===== src/hw/rtl/rvd_pkg.sv =====
`timescale 1ns / 1ps
`default_nettype none

package rvd_pkg;

    localparam int ELEM_W    = 16;
    localparam int MAG_W     = 16;
    localparam int SQ_W      = 2 * MAG_W;
    localparam int DIST_W    = 24;
    localparam int FRAC_W    = 8;
    localparam int ROOT_IN_W = 2 * DIST_W;

    typedef enum logic [3:0] {
        S_IDLE = 4'b0001,
        S_DIV  = 4'b0010,
        S_SQRT = 4'b0100,
        S_FIN  = 4'b1000
    } back_state_t;

endpackage

`default_nettype wire


===== src/hw/rtl/rms_vector_distance_unit.sv =====
// result path: the last word's square is registered, then its vector's sum and count
// go into the queue; the back runs the bit-serial divide, then the bit-serial root
// throughput: the front takes one word per cycle unless stalled; the back starts a
// vector only when done; a two-entry queue lets the front run ahead by two vectors
// reset: rst_n asynchronous, active low; clears the sum, count, queue and result valid
`timescale 1ns / 1ps
`default_nettype none

module rms_vector_distance_unit
    import rvd_pkg::*;
#(
    parameter int MAX_LEN = 4096,
    localparam int CNT_W  = $clog2(MAX_LEN + 1),
    localparam int SUM_W  = SQ_W + $clog2(MAX_LEN)
) (
    input  wire  logic                     clk,
    input  wire  logic                     rst_n,
    input  wire  logic                     in_valid,
    output logic                           in_stall,
    input  wire  logic signed [ELEM_W-1:0] elem_a,
    input  wire  logic signed [ELEM_W-1:0] elem_b,
    input  wire  logic                     last_elem,
    output logic                           out_valid,
    input  wire  logic                     out_stall,
    output logic [DIST_W-1:0]              distance,
    output logic [CNT_W-1:0]               pair_count,
    output logic                           length_overflow
);

    localparam int Q_W = SUM_W + CNT_W + 1;

    logic             q_full;
    logic             q_push;
    logic [SUM_W-1:0] f_sum;
    logic [CNT_W-1:0] f_cnt;
    logic             f_ovf;
    logic             q_not_empty;
    logic             q_pop;
    logic [Q_W-1:0]   q_rd_data;

    rvd_front #(
        .MAX_LEN (MAX_LEN),
        .CNT_W   (CNT_W),
        .SUM_W   (SUM_W)
    ) u_front (
        .clk       (clk),
        .rst_n     (rst_n),
        .in_valid  (in_valid),
        .in_stall  (in_stall),
        .elem_a    (elem_a),
        .elem_b    (elem_b),
        .last_elem (last_elem),
        .q_full    (q_full),
        .q_push    (q_push),
        .q_sum     (f_sum),
        .q_cnt     (f_cnt),
        .q_ovf     (f_ovf)
    );

    rvd_queue #(
        .W (Q_W)
    ) u_queue (
        .clk       (clk),
        .rst_n     (rst_n),
        .push      (q_push),
        .push_data ({f_ovf, f_cnt, f_sum}),
        .full      (q_full),
        .pop       (q_pop),
        .not_empty (q_not_empty),
        .pop_data  (q_rd_data)
    );

    rvd_back #(
        .CNT_W (CNT_W),
        .SUM_W (SUM_W)
    ) u_back (
        .clk             (clk),
        .rst_n           (rst_n),
        .q_valid         (q_not_empty),
        .q_pop           (q_pop),
        .q_sum           (q_rd_data[SUM_W-1:0]),
        .q_cnt           (q_rd_data[SUM_W +: CNT_W]),
        .q_ovf           (q_rd_data[Q_W-1]),
        .out_valid       (out_valid),
        .out_stall       (out_stall),
        .distance        (distance),
        .pair_count      (pair_count),
        .length_overflow (length_overflow)
    );

endmodule

`default_nettype wire


===== src/hw/rtl/rvd_front.sv =====
`timescale 1ns / 1ps
`default_nettype none

module rvd_front
    import rvd_pkg::*;
#(
    parameter int MAX_LEN = 4096,
    parameter int CNT_W   = 13,
    parameter int SUM_W   = 44
) (
    input  wire  logic                     clk,
    input  wire  logic                     rst_n,
    input  wire  logic                     in_valid,
    output logic                           in_stall,
    input  wire  logic signed [ELEM_W-1:0] elem_a,
    input  wire  logic signed [ELEM_W-1:0] elem_b,
    input  wire  logic                     last_elem,
    input  wire  logic                     q_full,
    output logic                           q_push,
    output logic [SUM_W-1:0]               q_sum,
    output logic [CNT_W-1:0]               q_cnt,
    output logic                           q_ovf
);

    logic                    s1_valid_reg, s1_valid_next;
    logic                    s1_last_reg;
    logic [SQ_W-1:0]         s1_sq_reg;
    logic [SUM_W-1:0]        sum_reg, sum_next;
    logic [CNT_W-1:0]        cnt_reg, cnt_next;
    logic                    ovf_reg, ovf_next;
    logic                    s1_hold;
    logic                    in_fire;
    logic                    s1_fire;
    logic                    sat;
    logic signed [ELEM_W:0]  diff;
    logic [ELEM_W:0]         diff_abs;
    logic [MAG_W-1:0]        mag;
    logic [SUM_W-1:0]        sum_upd;
    logic [CNT_W-1:0]        cnt_upd;
    logic                    ovf_upd;

    assign s1_hold  = s1_valid_reg && s1_last_reg && q_full;
    assign in_stall = s1_hold;
    assign in_fire  = in_valid && !s1_hold;
    assign s1_fire  = s1_valid_reg && !s1_hold;

    // squared difference stage
    assign diff     = {elem_a[ELEM_W-1], elem_a} - {elem_b[ELEM_W-1], elem_b};
    assign diff_abs = diff[ELEM_W] ? (~diff + 1'b1) : diff;
    assign mag      = diff_abs[MAG_W-1:0];

    // accumulate stage, count saturates at the length limit
    assign sat     = (cnt_reg == CNT_W'(MAX_LEN));
    assign sum_upd = sat ? sum_reg : sum_reg + SUM_W'(s1_sq_reg);
    assign cnt_upd = sat ? cnt_reg : cnt_reg + 1'b1;
    assign ovf_upd = ovf_reg | sat;

    assign q_push = s1_fire && s1_last_reg;
    assign q_sum  = sum_upd;
    assign q_cnt  = cnt_upd;
    assign q_ovf  = ovf_upd;

    always_comb
    begin
        s1_valid_next = s1_hold ? s1_valid_reg : in_fire;
        sum_next      = sum_reg;
        cnt_next      = cnt_reg;
        ovf_next      = ovf_reg;
        if (s1_fire)
        begin
            if (s1_last_reg)
            begin
                sum_next = '0;
                cnt_next = '0;
                ovf_next = 1'b0;
            end
            else
            begin
                sum_next = sum_upd;
                cnt_next = cnt_upd;
                ovf_next = ovf_upd;
            end
        end
    end

    always_ff @(posedge clk or negedge rst_n)
    begin
        if (!rst_n)
        begin
            s1_valid_reg <= 1'b0;
            sum_reg      <= '0;
            cnt_reg      <= '0;
            ovf_reg      <= 1'b0;
        end
        else
        begin
            s1_valid_reg <= s1_valid_next;
            sum_reg      <= sum_next;
            cnt_reg      <= cnt_next;
            ovf_reg      <= ovf_next;
        end
    end

    always_ff @(posedge clk)
    begin
        if (!s1_hold)
        begin
            s1_sq_reg   <= SQ_W'(mag) * SQ_W'(mag);
            s1_last_reg <= last_elem;
        end
    end

endmodule

`default_nettype wire


===== src/hw/rtl/rvd_queue.sv =====
`timescale 1ns / 1ps
`default_nettype none

module rvd_queue #(
    parameter int W = 58
) (
    input  wire  logic         clk,
    input  wire  logic         rst_n,
    input  wire  logic         push,
    input  wire  logic [W-1:0] push_data,
    output logic               full,
    input  wire  logic         pop,
    output logic               not_empty,
    output logic [W-1:0]       pop_data
);

    logic [W-1:0] entry_reg [2];
    logic         wr_ptr_reg, wr_ptr_next;
    logic         rd_ptr_reg, rd_ptr_next;
    logic [1:0]   count_reg, count_next;

    assign full      = (count_reg == 2'd2);
    assign not_empty = (count_reg != 2'd0);
    assign pop_data  = entry_reg[rd_ptr_reg];

    always_comb
    begin
        wr_ptr_next = push ? ~wr_ptr_reg : wr_ptr_reg;
        rd_ptr_next = pop ? ~rd_ptr_reg : rd_ptr_reg;
        count_next  = count_reg + {1'b0, push} - {1'b0, pop};
    end

    always_ff @(posedge clk or negedge rst_n)
    begin
        if (!rst_n)
        begin
            wr_ptr_reg <= 1'b0;
            rd_ptr_reg <= 1'b0;
            count_reg  <= 2'd0;
        end
        else
        begin
            wr_ptr_reg <= wr_ptr_next;
            rd_ptr_reg <= rd_ptr_next;
            count_reg  <= count_next;
        end
    end

    always_ff @(posedge clk)
    begin
        if (push)
        begin
            entry_reg[wr_ptr_reg] <= push_data;
        end
    end

endmodule

`default_nettype wire


===== src/hw/rtl/rvd_back.sv =====
`timescale 1ns / 1ps
`default_nettype none

module rvd_back
    import rvd_pkg::*;
#(
    parameter int CNT_W = 13,
    parameter int SUM_W = 44
) (
    input  wire  logic             clk,
    input  wire  logic             rst_n,
    input  wire  logic             q_valid,
    output logic                   q_pop,
    input  wire  logic [SUM_W-1:0] q_sum,
    input  wire  logic [CNT_W-1:0] q_cnt,
    input  wire  logic             q_ovf,
    output logic                   out_valid,
    input  wire  logic             out_stall,
    output logic [DIST_W-1:0]      distance,
    output logic [CNT_W-1:0]       pair_count,
    output logic                   length_overflow
);

    localparam int DIV_W  = SUM_W + 2 * FRAC_W;
    localparam int STEP_W = $clog2(DIV_W);
    localparam int REM_W  = CNT_W + 1;
    localparam int SREM_W = DIST_W + 2;

    back_state_t              state_reg, state_next;
    logic [STEP_W-1:0]        step_reg, step_next;
    logic                     out_valid_reg, out_valid_next;
    logic [DIV_W-1:0]         div_reg, div_next;
    logic [REM_W-1:0]         rem_reg, rem_next;
    logic [CNT_W-1:0]         divisor_reg, divisor_next;
    logic                     ovf_reg, ovf_next;
    logic [ROOT_IN_W-1:0]     rad_reg, rad_next;
    logic [SREM_W-1:0]        srem_reg, srem_next;
    logic [DIST_W-1:0]        root_reg, root_next;
    logic [DIST_W-1:0]        dist_out_reg;
    logic [CNT_W-1:0]         cnt_out_reg;
    logic                     ovf_out_reg;
    logic                     out_load;

    logic [REM_W:0]           rem_sh;
    logic                     div_ge;
    logic [REM_W:0]           rem_sub;
    logic [SREM_W+1:0]        srem_sh;
    logic [SREM_W+1:0]        trial;
    logic                     sq_ge;
    logic [SREM_W+1:0]        srem_sub;

    // restoring divide, one quotient bit per cycle
    assign rem_sh  = {rem_reg, div_reg[DIV_W-1]};
    assign div_ge  = (rem_sh >= (REM_W+1)'(divisor_reg));
    assign rem_sub = rem_sh - (REM_W+1)'(divisor_reg);

    // digit-by-digit square root, one root bit per cycle
    assign srem_sh  = {srem_reg, rad_reg[ROOT_IN_W-1 -: 2]};
    assign trial    = (SREM_W+2)'({root_reg, 2'b01});
    assign sq_ge    = (srem_sh >= trial);
    assign srem_sub = srem_sh - trial;

    assign q_pop     = (state_reg == S_IDLE) && q_valid;
    assign out_load  = (state_reg == S_FIN) && (!out_valid_reg || !out_stall);

    assign out_valid       = out_valid_reg;
    assign distance        = dist_out_reg;
    assign pair_count      = cnt_out_reg;
    assign length_overflow = ovf_out_reg;

    always_comb
    begin
        state_next     = state_reg;
        step_next      = step_reg;
        div_next       = div_reg;
        rem_next       = rem_reg;
        divisor_next   = divisor_reg;
        ovf_next       = ovf_reg;
        rad_next       = rad_reg;
        srem_next      = srem_reg;
        root_next      = root_reg;
        out_valid_next = out_valid_reg;
        if (!out_valid_reg || !out_stall)
        begin
            out_valid_next = out_load;
        end
        unique case (state_reg)
            S_IDLE:
            begin
                if (q_valid)
                begin
                    div_next     = {q_sum, {(2 * FRAC_W){1'b0}}};
                    rem_next     = '0;
                    divisor_next = q_cnt;
                    ovf_next     = q_ovf;
                    step_next    = '0;
                    state_next   = S_DIV;
                end
            end
            S_DIV:
            begin
                rem_next  = div_ge ? rem_sub[REM_W-1:0] : rem_sh[REM_W-1:0];
                div_next  = {div_reg[DIV_W-2:0], div_ge};
                step_next = step_reg + 1'b1;
                if (step_reg == STEP_W'(DIV_W - 1))
                begin
                    rad_next   = div_next[ROOT_IN_W-1:0];
                    srem_next  = '0;
                    root_next  = '0;
                    step_next  = '0;
                    state_next = S_SQRT;
                end
            end
            S_SQRT:
            begin
                srem_next = sq_ge ? srem_sub[SREM_W-1:0] : srem_sh[SREM_W-1:0];
                rad_next  = {rad_reg[ROOT_IN_W-3:0], 2'b00};
                root_next = {root_reg[DIST_W-2:0], sq_ge};
                step_next = step_reg + 1'b1;
                if (step_reg == STEP_W'(DIST_W - 1))
                begin
                    state_next = S_FIN;
                end
            end
            S_FIN:
            begin
                if (out_load)
                begin
                    state_next = S_IDLE;
                end
            end
            default:
            begin
                state_next = S_IDLE;
            end
        endcase
    end

    always_ff @(posedge clk or negedge rst_n)
    begin
        if (!rst_n)
        begin
            state_reg     <= S_IDLE;
            step_reg      <= '0;
            out_valid_reg <= 1'b0;
        end
        else
        begin
            state_reg     <= state_next;
            step_reg      <= step_next;
            out_valid_reg <= out_valid_next;
        end
    end

    always_ff @(posedge clk)
    begin
        div_reg     <= div_next;
        rem_reg     <= rem_next;
        divisor_reg <= divisor_next;
        ovf_reg     <= ovf_next;
        rad_reg     <= rad_next;
        srem_reg    <= srem_next;
        root_reg    <= root_next;
        if (out_load)
        begin
            dist_out_reg <= root_reg;
            cnt_out_reg  <= divisor_reg;
            ovf_out_reg  <= ovf_reg;
        end
    end

endmodule

`default_nettype wire

===== config.mk =====
export PLATFORM = sky130hd
export DESIGN_NAME = rms_vector_distance_unit
export DESIGN_NICKNAME = d
export VERILOG_FILES = /design/src/hw/rtl/rvd_pkg.sv /design/src/hw/rtl/rms_vector_distance_unit.sv /design/src/hw/rtl/rvd_front.sv /design/src/hw/rtl/rvd_queue.sv /design/src/hw/rtl/rvd_back.sv
export SDC_FILE = /design/constraint.sdc
export NUM_CORES = 1
export LEC_CHECK = 0
export ABC_AREA = 1
export BUFFER_PORTS_ARGS = -buffer_cell sky130_fd_sc_hd__clkbuf_2
export CAP_MARGIN = 20
export CORE_ASPECT_RATIO = 0.6
export CORE_MARGIN = 5
export CORE_UTILIZATION = 55
export CTS_BUF_LIST = sky130_fd_sc_hd__clkbuf_4 sky130_fd_sc_hd__clkbuf_8 sky130_fd_sc_hd__clkbuf_16
export DETAILED_ROUTE_END_ITERATION = 8
export GPL_ROUTABILITY_DRIVEN = 1
export GPL_TIMING_DRIVEN = 0
export PLACE_DENSITY = 0.68
export SETUP_SLACK_MARGIN = 0.2
export SYNTH_ARGS = -nofsm -noshare
export SYNTH_HDL_FRONTEND = slang
export SYNTH_SLANG_ARGS = --single-unit

===== constraint.sdc =====
create_clock -name clk -period 9.8 [get_ports clk]
set_input_delay 1.47 -clock clk [delete_from_list [all_inputs] [get_ports clk]]
set_output_delay 1.47 -clock clk [all_outputs]
set_load 0.05 [all_outputs]

==> impl_summary.txt, run 1 <==
----------------------------------------------------
[Die]
  Std cell rows ... 66
  Area enclosed by the die boundary ... 59600 um^2
  Initial standard-cell utilization of the core ... 0.556
  Core region area ... 54100 um^2
  Die outline height ... 191 um
  Num ports ... 77
  Die W ... 312 um

[Yosys]
  Avg Synthesized Cell Area ... 9.06 um^2
  FF+latch count, synth ... 446
  Nets in the synthesized netlist ... 3710
  Proportion of synthesized chip area in sequential cells ... 0.433
  Async set-or-reset flop fraction in the synthesized netlist ... 0.166
  Leading register cell type out of synthesis ... sky130_fd_sc_hd__edfxtp_1
  Number of standard cells after synthesis ... 3316
  Synthesized area ... 30100 um^2
  Syn. warnings ... 0
  Netlist cell types ... 60
  Number of flops mapped to enable cells by yosys ... 372

[Cells and area]
  Antenna diode count ... 0
  Filler Cell Count ... 4582
  Synth-to-Final Area Change ... 10.2%
  Post-Route Utilization ... 0.612
  Share of final-layout standard cells stronger than drive strength 1 ... 0.0689
  Max reg flops ... 116
  Post-layout nets ... 3842

[Place]
  DP Wirelength ... 59.8 mm
  Dpl ws ... -0.213 ns
  RD Place Congestion ... 0.991
  Port-buffer cells ... 76

[Timing]
  Layout Skew ... 0.0292 ns
  Setup slack after layout ... 0.712 ns
  Minimum clock period after layout ... 9.09 ns
  Highest attainable clock frequency ... 110 MHz
  Total of endpoints with negative setup slack in the final report ... 0
  Rel. slew slack ... 0.357
  Hold WS ... 0.435 ns
  Actual transition at the worst max-transition pin ... 0.965 ns
  Setup repair after global routing missed its margin ... false
  Final number of max-transition violations ... 0
  Share of the clock period used by the worst path ... 0.927
  Number of failing hold endpoints at the final stage ... 0

[Routing]
  Final wirelength ... 75.5 mm
  Number of DRC markers in iteration 0 ... 2127
  Average wire per cell in the routed design ... 18.0 um
  Via-per-instance ratio ... 5.47
  Post-route DRC ... 0
  Iteration count of the initial detailed-routing pass ... 5
  DRT antenna net count ... 0
  Vias post-DR ... 23000

[Critical path]
  Critical Path Source Type ... primary input
  Cell class contributing the biggest share of worst-path delay ... adder cells
  Buf+Inv Stages, Crit Path ... 9
  Largest incremental delay on the critical path ... 0.61 ns
  Worst-path cell with the longest stage delay ... sky130_fd_sc_hd__fa_1
  Worst-path maximum fanout ... 10
  Worst endpoint data arrival time ... 9.40 ns
  Critical path capture point type ... register
  Critical Path RT ... 10.12 ns
  Crit Path Category ... in -> reg
  Cell occurring most often along the worst timing path ... sky130_fd_sc_hd__fa_1

[Flow run]
  Number of maximum-capacitance constraint violations ... 0

[Clock network]
  Cts hold-fix bufs ... 0
  Clock Latency Late Sink ... 0.59 ns
  CTS H-tree lvls ... 2
  CTS tree ... built
  Setup repair bufs after CTS ... 0
  Total number of clock tree sinks ... 446
  Bufs on Longest Clock Path ... 3
  Clock buffers created by TritonCTS ... 44
  Root Buffer ... sky130_fd_sc_hd__clkbuf_16
  Clock-pin transition on the worst setup and hold timing paths ... 0.06 ns

[GRT]
  Largest net degree at the start of global routing ... 63
  Total global-route track usage ... 0.255
  GR Overflow Total ... 0
  First-pass GRT wire length ... 121 mm
  Via count of the first global-routing pass ... 22300
  Antenna violations before repair ... 1

[Worst hold path]
  Class of the worst hold path ... reg -> reg

[Outcome]
  Outcome ... finished, final reports clean

----------------------------------------------------
==> per-stage QoR <==
step | cells | setup TNS, ns | cell area (um^2)
2_1_floorplan | 3316 | 0 | 30100
3_3_place_gp | 4106 | -221.87 | 31300
3_5_place_dp | 4116 | -0.291 | 31600
5_1_grt | 4198 | 0 | 33100
6_report | 4198 | 0 | 33100
4_1_cts | 4198 | 0 | 33100
==> cell usage after synthesis (7+ instances only) <==
cell	number	area, um^2
sky130_fd_sc_hd__inv_2	11	41.3
sky130_fd_sc_hd__dfrtp_1	73	1830
sky130_fd_sc_hd__nand3_1	92	460
sky130_fd_sc_hd__clkbuf_1	58	218
sky130_fd_sc_hd__buf_2	8	40.0
sky130_fd_sc_hd__ha_1	192	2400
sky130_fd_sc_hd__nand2_1	775	2910
sky130_fd_sc_hd__inv_1	569	2140
sky130_fd_sc_hd__a21oi_1	164	821
sky130_fd_sc_hd__xnor2_1	50	438
sky130_fd_sc_hd__xor2_1	59	517
sky130_fd_sc_hd__a21o_1	15	113
sky130_fd_sc_hd__nand3b_1	7	52.6
sky130_fd_sc_hd__edfxtp_1	372	11200
sky130_fd_sc_hd__o21bai_1	7	52.6
sky130_fd_sc_hd__buf_1	7	26.3
sky130_fd_sc_hd__o21ai_1	9	45.0
sky130_fd_sc_hd__nand2_2	14	87.6
sky130_fd_sc_hd__o22ai_1	11	68.8
sky130_fd_sc_hd__o21ai_0	169	846
sky130_fd_sc_hd__a31oi_1	56	350
sky130_fd_sc_hd__nor2_1	295	1110
sky130_fd_sc_hd__or2_2	9	56.3
sky130_fd_sc_hd__nand4_1	29	181
sky130_fd_sc_hd__nor3_1	29	145
sky130_fd_sc_hd__fa_1	165	3300
==> logic make-up (layout without fill, tap and decap cells) <==
family                   after synthesis  in the layout  synth area share
AND/OR/NAND/NOR                     1273           1273             0.172
AO/OA/AOI/OAI                        466            466            0.0862
XOR/XNOR                             112            112            0.0338
buffers and inverters                662            830            0.0845
flip-flops                           446            446             0.433
adder cells (fa/ha/maj)              357            357             0.190
==> layer usage <==
layer  global-route usage  share of wire  routed length [um]
met5                    0              0                   0
met4               0.0532          0.018                1350
met3               0.0574          0.095                7170
met2                0.362           0.40               30500
met1                0.401           0.48               36500
==> repair_timing <==
action                     CTS  global route
resized for setup            0             4
setup endpoints to repair    0             3
hold endpoints to repair     0             0
==> cells in the final DEF, fill, tap and decap left out, types with 8 or more instances in the layout <==
cell type / synthesis / final
sky130_fd_sc_hd__o22ai_1: 11 / 11
sky130_fd_sc_hd__a21o_1: 15 / 15
sky130_fd_sc_hd__nand4_1: 29 / 29
sky130_fd_sc_hd__nand3_1: 92 / 92
sky130_fd_sc_hd__clkbuf_16: 0 / 45
sky130_fd_sc_hd__a31oi_1: 56 / 56
sky130_fd_sc_hd__xnor2_1: 50 / 50
sky130_fd_sc_hd__edfxtp_1: 372 / 372
sky130_fd_sc_hd__o21ai_1: 9 / 9
sky130_fd_sc_hd__xor2_1: 59 / 59
sky130_fd_sc_hd__clkinv_1: 1 / 8
sky130_fd_sc_hd__nor3_1: 29 / 29
sky130_fd_sc_hd__fa_1: 165 / 165
sky130_fd_sc_hd__clkbuf_2: 0 / 75
sky130_fd_sc_hd__clkbuf_1: 58 / 58
sky130_fd_sc_hd__ha_1: 192 / 192
sky130_fd_sc_hd__buf_2: 8 / 8
sky130_fd_sc_hd__nand2_2: 14 / 14
sky130_fd_sc_hd__nand2_1: 775 / 774
sky130_fd_sc_hd__a21oi_1: 164 / 164
sky130_fd_sc_hd__dfrtp_1: 73 / 73
sky130_fd_sc_hd__inv_1: 569 / 569
sky130_fd_sc_hd__inv_2: 11 / 11
sky130_fd_sc_hd__o21ai_0: 169 / 168
sky130_fd_sc_hd__or2_2: 9 / 9
sky130_fd_sc_hd__nor2_1: 295 / 291
==> cell type report <==
type | instances | area [um^2] | share of cell area
multi-input cells | 2208 | 14600 | 0.440
flip-flops and latches | 446 | 13000 | 0.393
plain buffers | 81 | 359 | 0.0108
repair buffers | 86 | 597 | 0.0180
well taps | 714 | 893 | 0.0270
clock buffers | 56 | 1240 | 0.0375
inverters | 581 | 2180 | 0.0659
clock inverters | 26 | 259 | 0.00782
==> final timing paths <==
kind,from,end,slack [ns],cells past startpoint
min,u_back.ovf_reg$_DFFE_PP_,u_back.length_overflow$_DFFE_PP_,0.44,0
max,elem_a[0],u_front.s1_sq_reg[27]$_DFFE_PN_,0.71,35
max in group asynchronous,rst_n,u_front.sum_reg[11]$_DFFE_PN0P_,8.41,2
min reg2reg,u_back.ovf_reg$_DFFE_PP_,u_back.length_overflow$_DFFE_PP_,0.44,0
min in group asynchronous,rst_n,u_back.out_valid$_DFFE_PN0P_,0.76,1
max reg2reg,u_back.state_reg[0]$_DFFE_PN1P_,u_back.div_reg[28]$_DFFE_PP_,6.12,10
Power of run 1 is not shown: default switching activity piles up to over one toggle a cycle in this logic, so the estimate is an artifact.
==> inputs of run 2 (changes only) <==
- PLACE_DENSITY: 0.68 -> unset
- PLACE_DENSITY_LB_ADDON: unset -> 0.2
- SKIP_LAST_GASP: unset -> 1
==> impl_summary.txt, run 2 (synthesis gave the netlist of run 1 again) <==
----------------------------------------------------
[GRT]
  Via count of the first global-routing pass ... 22300 (+0.081%)
  First-pass GRT wire length ... 120 mm (-0.57%)
  Total global-route track usage ... 0.252 (-0.00299)
  GR Overflow Total ... 0 (unchanged)
  Antenna violations before repair ... 0 (-1)
  Largest net degree at the start of global routing ... 63 (unchanged)

[Critical path]
  Worst endpoint data arrival time ... 9.32 ns (-0.08 ns)
  Critical Path RT ... 10.11 ns (about the same)
  Worst-path cell with the longest stage delay ... sky130_fd_sc_hd__fa_1
  Critical path capture point type ... register
  Crit Path Category ... in -> reg
  Largest incremental delay on the critical path ... 0.66 ns (+0.05 ns)
  Cell occurring most often along the worst timing path ... sky130_fd_sc_hd__fa_1
  Worst-path maximum fanout ... 10 (unchanged)
  Critical Path Source Type ... primary input

[Place]
  RD Place Congestion ... 0.964 (-2.8%)
  Number of placed instances with taps included ... 4116 (unchanged)
  DP Wirelength ... 59.6 mm (-0.37%)
  Port-buffer cells ... 76 (unchanged)

[Cells and area]
  Most frequent standard cell in the layout excluding fill and tap cells ... sky130_fd_sc_hd__nand2_1
  Share of final-layout standard cells stronger than drive strength 1 ... 0.0701 (+0.00119)
  Post-layout nets ... 3841 (-0.026%)
  Filler Cell Count ... 4558 (-0.52%)
  Area used by multi-input combinational logic ... 14500 um^2 (about the same)
  Synth-to-Final Area Change ... 10.2% (about the same)
  Count of placed standard cells in the final layout, fillers left out ... 4196 (-0.048%)
  Max reg flops ... 116 (unchanged)
  Commonest cells after routing, fill and taps aside ... sky130_fd_sc_hd__nand2_1 (773), sky130_fd_sc_hd__inv_1 (569), sky130_fd_sc_hd__edfxtp_1 (372)
  Antenna diode count ... 0 (unchanged)
  Area of all sequential standard cells ... 13000 um^2 (unchanged)

[Timing]
  Number of failing hold endpoints at the final stage ... 0 (unchanged)
  Minimum clock period after layout ... 9.01 ns (-0.0774 ns)
  Rel. slew slack ... 0.391 (+0.0338)
  Highest attainable clock frequency ... 111 MHz (+0.86%)
  Final number of max-transition violations ... 0 (unchanged)
  Actual transition at the worst max-transition pin ... 0.914 ns (-0.0506 ns)
  Layout Skew ... 0.0279 ns (-0.00128 ns)
  Setup repair after global routing missed its margin ... false
  Total of endpoints with negative setup slack in the final report ... 0 (unchanged)
  Share of the clock period used by the worst path ... 0.919 (-0.00790)

[Clock network]
  Clock buffers created by TritonCTS ... 43 (-2.3%)
  Root Buffer ... sky130_fd_sc_hd__clkbuf_16
  Total number of clock tree sinks ... 446 (unchanged)
  CTS H-tree lvls ... 2 (unchanged)
  Cts hold-fix bufs ... 0 (unchanged)
  Clock Latency Late Sink ... 0.57 ns (-0.02 ns)
  Clock-pin transition on the worst setup and hold timing paths ... 0.07 ns (about the same)
  Bufs on Longest Clock Path ... 3 (unchanged)
  CTS tree ... built

[Die]
  Num ports ... 77 (unchanged)
  Core region area ... 54100 um^2 (unchanged)
  Die W ... 312 um (unchanged)
  Initial standard-cell utilization of the core ... 0.556 (unchanged)
  Std cell rows ... 66 (unchanged)
  Die outline height ... 191 um (unchanged)
  Area enclosed by the die boundary ... 59600 um^2 (unchanged)

[Routing]
  DRT antenna net count ... 0 (unchanged)
  Average wire per cell in the routed design ... 17.8 um (-1.1%)
  Post-route DRC ... 0 (unchanged)
  Vias post-DR ... 22900 (-0.43%)
  Number of DRC markers in iteration 0 ... 2118 (-0.42%)
  Iteration count of the initial detailed-routing pass ... 7 (+2)
  Via-per-instance ratio ... 5.45 (-0.38%)
  Final wirelength ... 74.6 mm (-1.2%)

[Flow run]
  Number of maximum-capacitance constraint violations ... 0 (unchanged)

[Worst hold path]
  Class of the worst hold path ... reg -> reg

[Outcome]
  Outcome ... finished, final reports clean

----------------------------------------------------
==> run 2: changes by cell type in the layout (fill, tap and decap cells not counted), sizes merged <==
cell / change
bufinv: +2
clkinv: -6
clkbuf: +2
==> run 2: worst paths after layout <==
| path | start | endpoint | slack (ns) | depth (start not counted) |
|---|---|---|---|---|
| hold reg to reg | u_back.ovf_reg$_DFFE_PP_ | u_back.length_overflow$_DFFE_PP_ | 0.42 | 0 |
| min in group asynchronous | rst_n | u_back.step_reg[0]$_DFFE_PN0P_ | 0.78 | 1 |
| setup reg to reg | u_back.state_reg[0]$_DFFE_PN1P_ | u_back.div_reg[26]$_DFFE_PP_ | 6.16 | 10 |
| hold / removal | u_back.ovf_reg$_DFFE_PP_ | u_back.length_overflow$_DFFE_PP_ | 0.42 | 0 |
| max in group asynchronous | rst_n | u_front.sum_reg[13]$_DFFE_PN0P_ | 8.37 | 2 |
| setup / recovery | elem_a[0] | u_front.s1_sq_reg[31]$_DFFE_PN_ | 0.79 | 33 |
==> run 2: what timing repair did <==
action,4_1_cts,5_1_grt
endpoints found under the setup margin,0,3
buffers inserted,0,0
resized for setup,0,4
==> run 2: metrics by stage <==
step / worst slack [ns] / TNS [ns] / util / area (um^2) / hold WS [ns]
final: 0.790 / 0 / 0.612 / 33100 / 0.423
after global routing: 0.221 / 0 / 0.612 / 33100 / 0.440
after CTS: 0.419 / 0 / 0.612 / 33100 / 0.427
after detailed placement: -0.143 / -0.219 / 0.584 / 31600 / 0.417
after global placement: -2.36 / -229.00 / 0.579 / 31300 / 0.419
after floorplan: 1.11 / 0 / - / 30100 / 0.400
==> run 2: area by class of cell <==
cell class	count	share of cell area
multi-input combinational	2208	0.439
sequential	446	0.393
inverter	581	0.0659
clock buffer	58	0.0365
tap	714	0.0270
timing repair buffer	86	0.0181
buffer	81	0.0108
clock inverter	22	0.00914
==> run 2: worst max-delay path: cells and delay by family <==
family / cells / cell delay (ns)
adders and majority gates: 10 / 4.76
buffers and inverters: 7 / 0.67
and+or+nand+nor: 11 / 1.56
AOI/OAI and AO/OA: 5 / 0.84
==> run 2: per-layer routing <==
metal	vias up	global-route usage	routed length, um
li1	11000	-	-
met1	10900	0.400	36700
met2	851	0.361	29900
met3	101	0.0500	6670
met4	0	0.0472	1330
met5	-	0	0
Power of run 2 is left out for the same reason.
==> inputs of run 3 (changes only) <==
- ABC_AREA: 1 -> unset
==> impl_summary.txt, run 3 <==
----------------------------------------------------
[Clock network]
  CTS tree ... built
  Bufs on Longest Clock Path ... 3 (unchanged)
  Root Buffer ... sky130_fd_sc_hd__clkbuf_16
  Total number of clock tree sinks ... 446 (unchanged)
  Clock Latency Late Sink ... 0.56 ns (about the same)
  Clock-pin transition on the worst setup and hold timing paths ... 0.06 ns (about the same)
  Clock buffers created by TritonCTS ... 42 (-2.3%)
  CTS H-tree lvls ... 2 (unchanged)

[GRT]
  Largest net degree at the start of global routing ... 59 (-6.3%)
  Antenna violations before repair ... 0 (unchanged)
  First-pass GRT wire length ... 111 mm (-7.4%)
  Total global-route track usage ... 0.237 (-0.0146)
  GR Overflow Total ... 0 (unchanged)
  Via count of the first global-routing pass ... 20800 (-7.0%)

[Die]
  Die W ... 308 um (-1.2%)
  Core region area ... 52600 um^2 (-2.7%)
  Area enclosed by the die boundary ... 58200 um^2 (-2.3%)
  Num ports ... 77 (unchanged)
  Std cell rows ... 65 (-1.5%)
  Die outline height ... 189 um (-1.2%)
  Initial standard-cell utilization of the core ... 0.557 (+0.00168)

[Outcome]
  Outcome ... finished, final reports clean

[Timing]
  Setup repair after global routing missed its margin ... true
  Setup slack after layout ... 0.329 ns (-0.461 ns)
  Actual transition at the worst max-transition pin ... 0.993 ns (+0.0788 ns)
  Total of endpoints with negative setup slack in the final report ... 0 (unchanged)
  Layout Skew ... 0.0225 ns (-0.00540 ns)
  Final number of max-transition violations ... 0 (unchanged)
  Highest attainable clock frequency ... 106 MHz (-4.9%)
  Number of failing hold endpoints at the final stage ... 0 (unchanged)
  Rel. slew slack ... 0.333 (-0.0582)
  Share of the clock period used by the worst path ... 0.966 (+0.0470)
  Minimum clock period after layout ... 9.47 ns (+0.461 ns)

[Critical path]
  Worst-path cell with the longest stage delay ... sky130_fd_sc_hd__fa_1
  Crit Path Category ... in -> reg
  Cell occurring most often along the worst timing path ... sky130_fd_sc_hd__fa_1
  Critical Path RT ... 10.09 ns (-0.02 ns)
  Critical Path Source Type ... primary input
  Worst endpoint data arrival time ... 9.76 ns (+0.44 ns)
  Critical path capture point type ... register
  Largest incremental delay on the critical path ... 0.54 ns (-0.12 ns)
  Worst-path maximum fanout ... 5 (-5)

[Cells and area]
  Max reg flops ... 116 (unchanged)
  Antenna diode count ... 0 (unchanged)
  Share of final-layout standard cells stronger than drive strength 1 ... 0.127 (+0.0571)
  Synth-to-Final Area Change ... 14.0%
  Commonest cells after routing, fill and taps aside ... sky130_fd_sc_hd__nand2_1 (375), sky130_fd_sc_hd__edfxtp_1 (372), sky130_fd_sc_hd__inv_1 (312)
  Most frequent standard cell in the layout excluding fill and tap cells ... sky130_fd_sc_hd__nand2_1
  Filler Cell Count ... 4051 (-11%)
  Post-layout nets ... 3333 (-13%)
  Final instance area ... 33400 um^2 (+0.95%)
  Post-Route Utilization ... 0.635 (+0.0231)

[Yosys]
  Compound-cell area share of the yosys netlist ... 0.104 (+0.0174)
  Proportion of synthesized chip area in sequential cells ... 0.444 (+0.0108)
  Netlist cell types ... 88 (+47%)
  Number of flops mapped to enable cells by yosys ... 372 (unchanged)
  Area share of the largest cell type after synthesis ... 0.381 (+0.00923)
  Simple logic cell fraction of the synthesized area ... 0.126 (-0.0466)
  Fraction of synthesized cell area in xor and xnor cells ... 0.0444 (+0.0107)
  Nets in the synthesized netlist ... 3151 (-15%)
  Main combinational cell family by area after synthesis ... adder cells
  Avg Synthesized Cell Area ... 10.6 um^2 (+17%)
  Cell type contributing the most total cell area after synthesis ... sky130_fd_sc_hd__edfxtp_1
  Number of standard cells after synthesis ... 2757 (-17%)
  Async set-or-reset flop fraction in the synthesized netlist ... 0.166 (unchanged)
  FF+latch count, synth ... 446 (unchanged)
  Syn. warnings ... 0 (unchanged)
  Fraction of the mapped netlist area in adder cells ... 0.195 (+0.00472)
  Synthesized area ... 29300 um^2 (-2.4%)
  Synth top area cells ... sky130_fd_sc_hd__edfxtp_1 (38%), sky130_fd_sc_hd__fa_1 (11%), sky130_fd_sc_hd__ha_1 (8.2%)
  Most used standard cells in the synthesized netlist ... sky130_fd_sc_hd__nand2_1 (384), sky130_fd_sc_hd__edfxtp_1 (372), sky130_fd_sc_hd__inv_1 (320)
  Most used standard cell by instance count after synthesis ... sky130_fd_sc_hd__nand2_1
  Portion of netlist area occupied by mux cells ... 0.0331 (+0.0331)
  Leading register cell type out of synthesis ... sky130_fd_sc_hd__edfxtp_1

[Routing]
  Final wirelength ... 70.9 mm (-5.0%)
  DRT antenna net count ... 0 (unchanged)
  Average wire per cell in the routed design ... 19.3 um (+8.5%)
  Number of DRC markers in iteration 0 ... 1932 (-8.8%)
  Vias post-DR ... 21200 (-7.4%)
  Iteration count of the initial detailed-routing pass ... 7 (unchanged)
  Post-route DRC ... 0 (unchanged)
  Via-per-instance ratio ... 5.76 (+5.7%)

[Worst hold path]
  Class of the worst hold path ... reg -> reg

[Place]
  DP Area ... 30900 um^2 (-2.2%)
  DP Wirelength ... 52.4 mm (-12%)
  Port-buffer cells ... 76 (unchanged)
  Dpl ws ... -1.36 ns (-1.21 ns)
  RD Place Congestion ... 0.881 (-8.6%)

[Flow run]
  Number of maximum-capacitance constraint violations ... 0 (unchanged)

----------------------------------------------------
-- run 3: changes by cell type after synthesis, sizes merged, moves of 42 or more --
cell and delta:
nand3 -48, nor2 -96, nand2 -405, inv -257
mux2i +79, a21oi -62, a31oi -42, xnor2 +42
-- run 3: cell type report --
type	instances	area [um^2]	share of cell area
well taps	703	880	0.0263
flip-flops and latches	446	13000	0.390
clock buffers	56	1180	0.0353
repair buffers	138	985	0.0295
clock inverters	21	210	0.00629
plain buffers	94	450	0.0135
multi-input cells	1893	15500	0.463
inverters	324	1230	0.0368
-- run 3: what timing repair did --
item                                    4_1_cts  5_1_grt
setup buffers                                20       32
pin swaps                                    14       58
endpoints found under the setup margin       14       12
hold buffers                                  0        0
gates cloned                                  0        0
resized for setup                            52      116
-- run 3: metal layers --
metal / vias up / share of wire / track usage
met3: 101 / 0.092 / 0.0581
met5: - / 0 / 0
met4: 0 / 0.014 / 0.0348
met2: 794 / 0.42 / 0.336
li1: 9821 / - / -
met1: 10500 / 0.47 / 0.379
-- run 3: cells by family (layout without fill, tap and decap cells) --
logic type	Yosys count	count (layout)
AOI/OAI and AO/OA	466	466
xor gates and xnor gates	147	147
adders and majority gates	357	357
buffers and inverters	418	633
DFF	446	446
muxes	95	95
and+or+nand+nor	828	828
-- run 3: worst paths after layout --
| path | depth (start not counted) | to | start | slack, ns |
|---|---|---|---|---|
| setup / recovery | 36 | u_front.s1_sq_reg[30]$_DFFE_PN_ | elem_a[0] | 0.33 |
| hold / removal | 0 | u_back.length_overflow$_DFFE_PP_ | u_back.ovf_reg$_DFFE_PP_ | 0.42 |
| setup reg to reg | 12 | u_queue.entry_reg[1][41]$_DFFE_PP_ | u_front.s1_sq_reg[2]$_DFFE_PN_ | 5.14 |
| hold reg to reg | 0 | u_back.length_overflow$_DFFE_PP_ | u_back.ovf_reg$_DFFE_PP_ | 0.42 |
| max in group asynchronous | 2 | u_back.state_reg[0]$_DFFE_PN1P_ | rst_n | 8.19 |
| min in group asynchronous | 1 | u_front.sum_reg[37]$_DFFE_PN0P_ | rst_n | 0.92 |
-- run 3: critical path: cells and delay by family --
kind	cells	cell delay, ns
xor gates and xnor gates	2	0.32
and+or+nand+nor	8	1.31
AOI/OAI and AO/OA	8	1.99
adders and majority gates	9	3.92
buffers and inverters	9	0.73
-- run 3: metrics by stage --
stage | hold WS, ns | std cells | setup TNS (ns)
after floorplan | 0.400 | 2757 | 0
after global placement | 0.407 | 3536 | -12.23
after detailed placement | 0.410 | 3546 | -13.68
after CTS | 0.423 | 3643 | 0
after global routing | 0.432 | 3675 | 0
final | 0.423 | 3675 | 0
Power of run 3 is left out for the same reason.
